File: src/rtl/tagged_key_record_table_assert.svh
// Assertion macros used by the key record table top level.
`ifndef TAGGED_KEY_RECORD_TABLE_ASSERT_SVH
`define TAGGED_KEY_RECORD_TABLE_ASSERT_SVH

// Same-cycle implication, sampled on clk and quiet while arst_n is low.
`define TKRT_ASSERT_IMPL(label, ante, cons) \
	label: assert property (@(posedge clk) disable iff (!arst_n) (ante) |-> (cons)) \
		else $error("tkrt assertion failed");

// Next-cycle implication, sampled on clk and quiet while arst_n is low.
`define TKRT_ASSERT_NEXT(label, ante, cons) \
	label: assert property (@(posedge clk) disable iff (!arst_n) (ante) |=> (cons)) \
		else $error("tkrt assertion failed");

`endif

File: src/rtl/tkrt_pkg.sv
// Shared constants, types and command structs of the key record table.
`timescale 1ns / 1ps

package tkrt_pkg;

	localparam int ENTRIES  = 32;
	localparam int TAG_BITS = 32;
	localparam int IDX_W    = (ENTRIES > 1) ? $clog2(ENTRIES) : 1;

	localparam int TAG_IN_W = 32;
	localparam int KEY_W    = 16;
	localparam int SCAN_W   = 16;
	localparam int SSCAN_W  = 8;
	localparam int REC_W    = KEY_W + SSCAN_W;

	typedef logic [TAG_BITS-1:0] tag_t;
	typedef logic [IDX_W-1:0]    idx_t;

	typedef enum logic [1:0] {
		ACT_STORE    = 2'd0,
		ACT_RETRIEVE = 2'd1,
		ACT_CLEAR    = 2'd2
	} action_t;

	// Commands from the controller to the datapath.
	typedef struct packed {
		logic capture;
		logic lookup;
		logic finish;
	} cmd_t;

	// Status from the datapath to the controller.
	typedef struct packed {
		logic out_blocked;
	} status_t;

endpackage

File: src/rtl/tkrt_ram.sv
// Generic single-write, single-read RAM with registered read data.
`timescale 1ns / 1ps

module tkrt_ram #(
	parameter int WIDTH = 8,
	parameter int DEPTH = 32
) (
	input  logic                                       clk,
	input  logic                                       wr_en,
	input  logic [((DEPTH > 1) ? $clog2(DEPTH) : 1)-1:0] wr_addr,
	input  logic [WIDTH-1:0]                           wr_data,
	input  logic                                       rd_en,
	input  logic [((DEPTH > 1) ? $clog2(DEPTH) : 1)-1:0] rd_addr,
	output logic [WIDTH-1:0]                           rd_data
);

	logic [WIDTH-1:0] mem_q [DEPTH];
	logic [WIDTH-1:0] rd_data_q;

	always_ff @(posedge clk) begin
		if (wr_en) begin
			mem_q[wr_addr] <= wr_data;
		end
		if (rd_en) begin
			rd_data_q <= mem_q[rd_addr];
		end
	end

	assign rd_data = rd_data_q;

endmodule

File: src/rtl/tkrt_ctrl.sv
// Controller state machine that sequences capture, lookup and result hand-off.
`timescale 1ns / 1ps

module tkrt_ctrl import tkrt_pkg::*; (
	input  logic    clk,
	input  logic    arst_n,
	input  logic    in_valid,
	output logic    in_stall,
	input  status_t status,
	output cmd_t    cmd
);

	typedef enum logic [1:0] {
		ST_IDLE,
		ST_LOOK,
		ST_READ
	} state_t;

	state_t state_q;
	logic   in_stall_q;
	logic   accept;
	logic   done;

	assign accept = in_valid && !in_stall_q;
	// The result leaves the read state only when the output register can take it.
	assign done   = (state_q == ST_READ) && !status.out_blocked;

	always_ff @(posedge clk or negedge arst_n) begin
		if (!arst_n) begin
			state_q    <= ST_IDLE;
			in_stall_q <= 1'b0;
		end else begin
			case (state_q)
				ST_IDLE: begin
					if (accept) begin
						state_q    <= ST_LOOK;
						in_stall_q <= 1'b1;
					end
				end
				ST_LOOK: begin
					state_q <= ST_READ;
				end
				ST_READ: begin
					if (done) begin
						state_q    <= ST_IDLE;
						in_stall_q <= 1'b0;
					end
				end
				default: begin
					state_q    <= ST_IDLE;
					in_stall_q <= 1'b0;
				end
			endcase
		end
	end

	assign in_stall    = in_stall_q;
	assign cmd.capture = accept;
	assign cmd.lookup  = (state_q == ST_LOOK);
	assign cmd.finish  = done;

endmodule

File: src/rtl/tkrt_dp.sv
// Datapath: tag registers, parallel match, record RAM and output register.
`timescale 1ns / 1ps

module tkrt_dp import tkrt_pkg::*; (
	input  logic                clk,
	input  logic                arst_n,
	input  cmd_t                cmd,
	output status_t             status,
	input  logic [1:0]          action,
	input  logic [TAG_IN_W-1:0] window_tag,
	input  logic [KEY_W-1:0]    key_code,
	input  logic [SCAN_W-1:0]   scan_code,
	input  logic                free_on_hit,
	output logic                out_valid,
	input  logic                out_stall,
	output logic                hit,
	output logic [KEY_W-1:0]    out_key_code,
	output logic [SCAN_W-1:0]   out_scan_code,
	output logic                table_full
);

	// Captured input word.
	logic [1:0]        act_q;
	tag_t              tag_in_q;
	logic [KEY_W-1:0]  key_in_q;
	logic [SCAN_W-1:0] scan_in_q;
	logic              free_in_q;

	tag_t tag_q [ENTRIES];

	logic [ENTRIES-1:0] eq_vec;
	logic [ENTRIES-1:0] cand_vec;
	idx_t               eq_idx;
	idx_t               cand_idx;
	logic               eq_any;
	logic               cand_any;

	logic             hit_q;
	logic             full_q;
	logic             ram_wr;
	logic             ram_rd;
	logic [REC_W-1:0] ram_rdata;

	logic              out_valid_q;
	logic              out_hit_q;
	logic [KEY_W-1:0]  out_key_q;
	logic [SCAN_W-1:0] out_scan_q;
	logic              out_full_q;

	function automatic idx_t first_set(input logic [ENTRIES-1:0] vec);
		idx_t idx;
		idx = '0;
		for (int i = ENTRIES - 1; i >= 0; i--) begin
			if (vec[i]) begin
				idx = idx_t'(i);
			end
		end
		return idx;
	endfunction

	always_ff @(posedge clk) begin
		if (cmd.capture) begin
			act_q     <= action;
			tag_in_q  <= tag_t'(window_tag);
			key_in_q  <= key_code;
			scan_in_q <= scan_code;
			free_in_q <= free_on_hit;
		end
	end

	always_comb begin
		for (int i = 0; i < ENTRIES; i++) begin
			eq_vec[i]   = (tag_q[i] == tag_in_q);
			cand_vec[i] = eq_vec[i] || (tag_q[i] == '0);
		end
	end

	assign eq_any   = |eq_vec;
	assign cand_any = |cand_vec;
	assign eq_idx   = first_set(eq_vec);
	assign cand_idx = first_set(cand_vec);

	assign ram_wr = cmd.lookup && (act_q == ACT_STORE) && cand_any;
	assign ram_rd = cmd.lookup && (act_q == ACT_RETRIEVE) && eq_any;

	always_ff @(posedge clk or negedge arst_n) begin
		if (!arst_n) begin
			for (int i = 0; i < ENTRIES; i++) begin
				tag_q[i] <= '0;
			end
		end else if (cmd.lookup) begin
			case (act_q)
				ACT_STORE: begin
					if (cand_any) begin
						tag_q[cand_idx] <= tag_in_q;
					end
				end
				ACT_RETRIEVE: begin
					if (eq_any && free_in_q) begin
						tag_q[eq_idx] <= '0;
					end
				end
				ACT_CLEAR: begin
					for (int i = 0; i < ENTRIES; i++) begin
						if (eq_vec[i]) begin
							tag_q[i] <= '0;
						end
					end
				end
				default: begin
				end
			endcase
		end
	end

	always_ff @(posedge clk) begin
		if (cmd.lookup) begin
			hit_q  <= (act_q == ACT_RETRIEVE) && eq_any;
			full_q <= (act_q == ACT_STORE) && !cand_any;
		end
	end

	tkrt_ram #(
		.WIDTH(REC_W),
		.DEPTH(ENTRIES)
	) u_rec_ram (
		.clk    (clk),
		.wr_en  (ram_wr),
		.wr_addr(cand_idx),
		.wr_data({key_in_q, scan_in_q[SSCAN_W-1:0]}),
		.rd_en  (ram_rd),
		.rd_addr(eq_idx),
		.rd_data(ram_rdata)
	);

	always_ff @(posedge clk or negedge arst_n) begin
		if (!arst_n) begin
			out_valid_q <= 1'b0;
		end else if (cmd.finish) begin
			out_valid_q <= 1'b1;
		end else if (!out_stall) begin
			out_valid_q <= 1'b0;
		end
	end

	always_ff @(posedge clk) begin
		if (cmd.finish) begin
			out_hit_q  <= hit_q;
			out_full_q <= full_q;
			out_key_q  <= hit_q ? ram_rdata[REC_W-1:SSCAN_W] : '0;
			out_scan_q <= hit_q ? {{(SCAN_W - SSCAN_W){1'b0}}, ram_rdata[SSCAN_W-1:0]}
			                    : scan_in_q;
		end
	end

	assign status.out_blocked = out_valid_q && out_stall;

	assign out_valid     = out_valid_q;
	assign hit           = out_hit_q;
	assign out_key_code  = out_key_q;
	assign out_scan_code = out_scan_q;
	assign table_full    = out_full_q;

endmodule

File: src/rtl/tagged_key_record_table.sv
// The controller walks capture, tag lookup and the registered record RAM read for each word,
// and holds in_stall high meanwhile, so no new word is taken until the last one is done.
// The result waits in an output register, so a stalled output holds only the read step.
// Reset (arst_n low) frees all tag entries at once; key and scan records stay undefined.
`timescale 1ns / 1ps

`include "tagged_key_record_table_assert.svh"

module tagged_key_record_table import tkrt_pkg::*; (
	input  logic                clk,
	input  logic                arst_n,
	input  logic                in_valid,
	output logic                in_stall,
	input  logic [1:0]          action,
	input  logic [TAG_IN_W-1:0] window_tag,
	input  logic [KEY_W-1:0]    key_code,
	input  logic [SCAN_W-1:0]   scan_code,
	input  logic                free_on_hit,
	output logic                out_valid,
	input  logic                out_stall,
	output logic                hit,
	output logic [KEY_W-1:0]    out_key_code,
	output logic [SCAN_W-1:0]   out_scan_code,
	output logic                table_full
);

	cmd_t    cmd;
	status_t status;

	tkrt_ctrl u_ctrl (
		.clk     (clk),
		.arst_n  (arst_n),
		.in_valid(in_valid),
		.in_stall(in_stall),
		.status  (status),
		.cmd     (cmd)
	);

	tkrt_dp u_dp (
		.clk          (clk),
		.arst_n       (arst_n),
		.cmd          (cmd),
		.status       (status),
		.action       (action),
		.window_tag   (window_tag),
		.key_code     (key_code),
		.scan_code    (scan_code),
		.free_on_hit  (free_on_hit),
		.out_valid    (out_valid),
		.out_stall    (out_stall),
		.hit          (hit),
		.out_key_code (out_key_code),
		.out_scan_code(out_scan_code),
		.table_full   (table_full)
	);

	// Only one word is in flight: the input side closes right after an accept.
	`TKRT_ASSERT_NEXT(a_busy_after_accept, in_valid && !in_stall, in_stall)
	// A result never reports a hit and a full table together.
	`TKRT_ASSERT_IMPL(a_full_excludes_hit, out_valid, !(hit && table_full))
	// A miss always returns a zero key code.
	`TKRT_ASSERT_IMPL(a_miss_zero_key, out_valid && !hit, out_key_code == '0)

endmodule

File: config.mk
export PLATFORM = sky130hd
export DESIGN_NAME = tagged_key_record_table
export DESIGN_NICKNAME = d
export VERILOG_FILES = /design/src/rtl/tkrt_pkg.sv /design/src/rtl/tkrt_ram.sv /design/src/rtl/tkrt_ctrl.sv /design/src/rtl/tkrt_dp.sv /design/src/rtl/tagged_key_record_table.sv
export VERILOG_INCLUDE_DIRS = /design/src /design/src/rtl
export SDC_FILE = /design/constraint.sdc
export NUM_CORES = 2
export LEC_CHECK = 0
export ABC_AREA = 1
export BUFFER_PORTS_ARGS = -buffer_cell sky130_fd_sc_hd__buf_2
export CORE_ASPECT_RATIO = 0.7
export CORE_MARGIN = 2
export CORE_UTILIZATION = 30
export CTS_CLUSTER_DIAMETER = 80
export DETAILED_ROUTE_END_ITERATION = 8
export GPL_ROUTABILITY_DRIVEN = 0
export PLACE_DENSITY = 0.45
export SYNTH_ARGS = -nofsm -noshare
export SYNTH_HDL_FRONTEND = slang
export SYNTH_HIERARCHICAL = 1
export SYNTH_SLANG_ARGS = --single-unit
File: constraint.sdc
create_clock -name clk -period 6.85 [get_ports clk]
set_input_delay 1.37 -clock clk [delete_from_list [all_inputs] [get_ports clk]]
set_output_delay 1.37 -clock clk [all_outputs]
set_load 0.03 [all_outputs]
==> flow_metrics.tcl <==
set metrics [dict create \
    outcome "completed" \
    synth_area_leaders "edfxtp_1, dfrtp_1, nand2_1" \
    yosys.area_share.xor_xnor_pct 3.46 \
    htreeDepth 4 \
    syn_inst 11074 \
    cap_violations 0 \
    syn2layout_area_growth_pct 13.0 \
    worstPathArrival_ns 7.19 \
    mappedNetlistArea_um2 98200 \
    drtIter0Drc 11398 \
    synthAdderAreaFrac_pct 0.0510 \
    grt_remaining_overflow 0 \
    final_nets 11050 \
    initial_core_util_pct 30.2 \
    fp-row-count 175 \
    finalWirelength_um 404000 \
    grt_pass1_wl_um 579000 \
    dieArea_um2 332000 \
    coreArea_um2 325000 \
    min_period_ns 6.42 \
    top_usage_layer "met1" \
    hold_buffers 0 \
    worst-slew-pin-transition_ns 1.25 \
    dpl.hpwl_um 253000 \
    remaining_drc_errors 0 \
    skew_ns 0.170 \
    r2r-end "u_dp/u_rec_ram/rd_data[10]" \
    die_y_um 483 \
    ir_worst_vdd_v 0.000619 \
    synth-main-ff-cell "dfrtp_1" \
    layout_setup_ws_ns 0.425 \
    routedWlPerCell_um 26.1 \
    dp_cells 15101 \
    cts_setup_buffers 0 \
    cts.path.max_buffers 4 \
    final_util_pct 34.1 \
    preCtsSetupSlack_ns 0.408 \
    powerDensity_nw_per_um2 320 \
    synth.distinct_cells 54 \
    worstSkewPairLatency_ns 0.95 \
    synth_common_cells "nand2_1, nand4_1, dfrtp_1, edfxtp_1, nand3_1" \
    synth-simple-area-share_pct 35.6 \
    first_global_vias 77098 \
    yosysSeqAreaShare_pct 53.6 \
    crit_chain "inv_2 -> buf_12 -> buf_4 -> or2_2 -> nand4_1 -> nor4_1 -> nand4_1 -> inv_1 -> nor2_1 -> inv_1 -> nor2_1 -> inv_2 -> o211ai_1 -> nand2_1 -> inv_4 -> inv_4 -> buf_4 -> nand3_1 -> nand2_1 -> nand2_1 -> nand2_1 -> nand2_1 -> nand2_1" \
    worstPathRequired_ns 7.62 \
    finalCritPeriodShare_pct 93.8 \
    crit_type "reg -> reg" \
    numCtsBuffers 208 \
    portBuffers 106 \
    grt.met2_usage_pct 32.6 \
    setup-violations-final 0 \
    drive_above_1_share_pct 14.3 \
    fin_tns_setup_ns 0 \
    r2r_slack_ns 0.43 \
    grt_use_met3_pct 4.73 \
    cts-root-buf "clkbuf_16" \
    syn_area_per_cell_um2 8.86 \
    syn-num-nets 11149 \
    place_area_um2 104000 \
    hold_viol_final 0 \
    yosys_warnings 6 \
    antenna_found_initial 41 \
    ys_ff_latch 1923 \
    r2r_cells 23 \
    crit_fanout 64 \
    holdWs_ns 0.488 \
    synthMuxAreaShare_pct 0.0918 \
    cp_slowest_cell "inv_4" \
    num_io_pins 107 \
    finalInstanceArea_um2 111000 \
    clock.fmax_mhz 156 \
    antenna_left 0 \
    cp-start-kind "register" \
    clock-sinks 1923 \
    crit_path_end_kind "register" \
    yosysTopAreaCell "edfxtp_1" \
    cts_tree "done" \
    power.leakage_nw 49.0 \
    nFillCells 33163 \
    synth_compound_area_share_pct 0.840 \
    synth.most_common_cell "nand2_1" \
    rsz0062_at_grt "false" \
    crit_top_cell "nand2_1" \
    synth_top_family_by_area "simple AND/OR/NAND/NOR gates" \
    hold_path.class "in -> async" \
    drv_slew 0 \
    drt-pass1-iter-count 6 \
    yosysTopAreaCellShare_pct 27.4 \
    die_w_um 688 \
    path_clk_slew_ns 0.06 \
    synthArstFlopShare_pct 53.5 \
    grt_usage_pct 23.7 \
    slowest_delay_ns 0.75 \
    stdcell_count 15483 \
    reg2reg_from "u_dp/tag_in_q[4]" \
    vias 84419 \
    via_per_inst 5.45 \
    grtUsageMet1_pct 37.3 \
    slew_headroom_pct 16.6 \
    grt_max_degree 177 \
    synth_edf_count 895 \
    total_power_mw 35.5 \
]
==> worst max path at each step <==
| stage | start | end | slack (ns) | cells after the start |
|---|---|---|---|---|
| final | u_dp/tag_in_q[4] | u_dp/u_rec_ram/rd_data[10] | 0.43 | 23 |
| after global routing | u_dp/tag_in_q[20] | u_dp/u_rec_ram/rd_data[2] | 0.003 | 43 |
| after CTS | u_dp/tag_in_q[21] | u_dp/u_rec_ram/rd_data[2] | 0.34 | 42 |
| after detailed placement | u_dp/tag_in_q[21] | u_dp/u_rec_ram/rd_data[2] | 0.41 | 42 |
| after global placement | u_dp/tag_in_q[21] | u_dp/u_rec_ram/rd_data[2] | 0.31 | 42 |
| after floorplan | u_dp/tag_in_q[29] | u_dp/u_rec_ram/mem_q[23][0] | 2.22 | 40 |
==> cell usage in the layout, fill, tap and decap left out, drive strengths merged, types with 280 or more instances in the layout <==
| cell | netlist | routed |
|---|---|---|
| dfrtp | 1028 | 1028 |
| nand3 | 698 | 698 |
| or2 | 494 | 494 |
| inv | 312 | 316 |
| nor4 | 333 | 333 |
| nor2 | 311 | 311 |
| buf | 601 | 563 |
| edfxtp | 895 | 895 |
| clkbuf | 271 | 280 |
| nand4 | 1382 | 1382 |
| nand2 | 4149 | 4149 |
==> logic make-up after synthesis <==
group           Yosys count
simple gates           7454
flops                  1923
buf+inv                1186
xor+xnor                388
compound gates          111
mux                       8
fa+ha+maj                 4
==> worst max-delay path: cells and delay by family (launching register included) <==
kind                   cells  cell delay [ns]
flip-flops                 1             0.68
AO/OA/AOI/OAI              1             0.09
buffers and inverters      9             2.79
AND/OR/NAND/NOR           13             2.61
==> area by class of cell <==
cell class / instances / area (µm²) / share of cell area [%]
flip-flops and latches: 1923 / 52600 / 47.4
multi-input cells: 7965 / 39600 / 35.7
clock buffers: 280 / 5860 / 5.28
well taps: 4336 / 5430 / 4.89
repair buffers: 563 / 5170 / 4.66
inverters: 314 / 1230 / 1.11
clock inverters: 89 / 1050 / 0.951
diodes: 13 / 32.5 / 0.0293
==> what timing repair did <==
| item | in CTS | in global routing |
|---|---|---|
| endpoints found under the hold margin | 0 | 0 |
| setup endpoints to repair | 0 | 3 |
| resized for setup | 0 | 6 |
==> per-layer routing <==
metal  vias to the layer above  wire length (µm)  part of all wire (%)
met5                         -                26                0.0064
met4                         4             10300                   2.6
met3                       523             37900                   9.4
met2                      3904            162000                    40
met1                     42449            194000                    48
li1                      37539                 -                     -
==> power by group <==
| part | switching [mW] | internal [mW] |
|---|---|---|
| sequential | 0.444 | 12.7 |
| clock | 4.98 | 6.80 |
| combinational | 8.30 | 2.32 |
| total | 13.7 | 21.8 |
No activity file was read; power rests on OpenSTA's default activity.
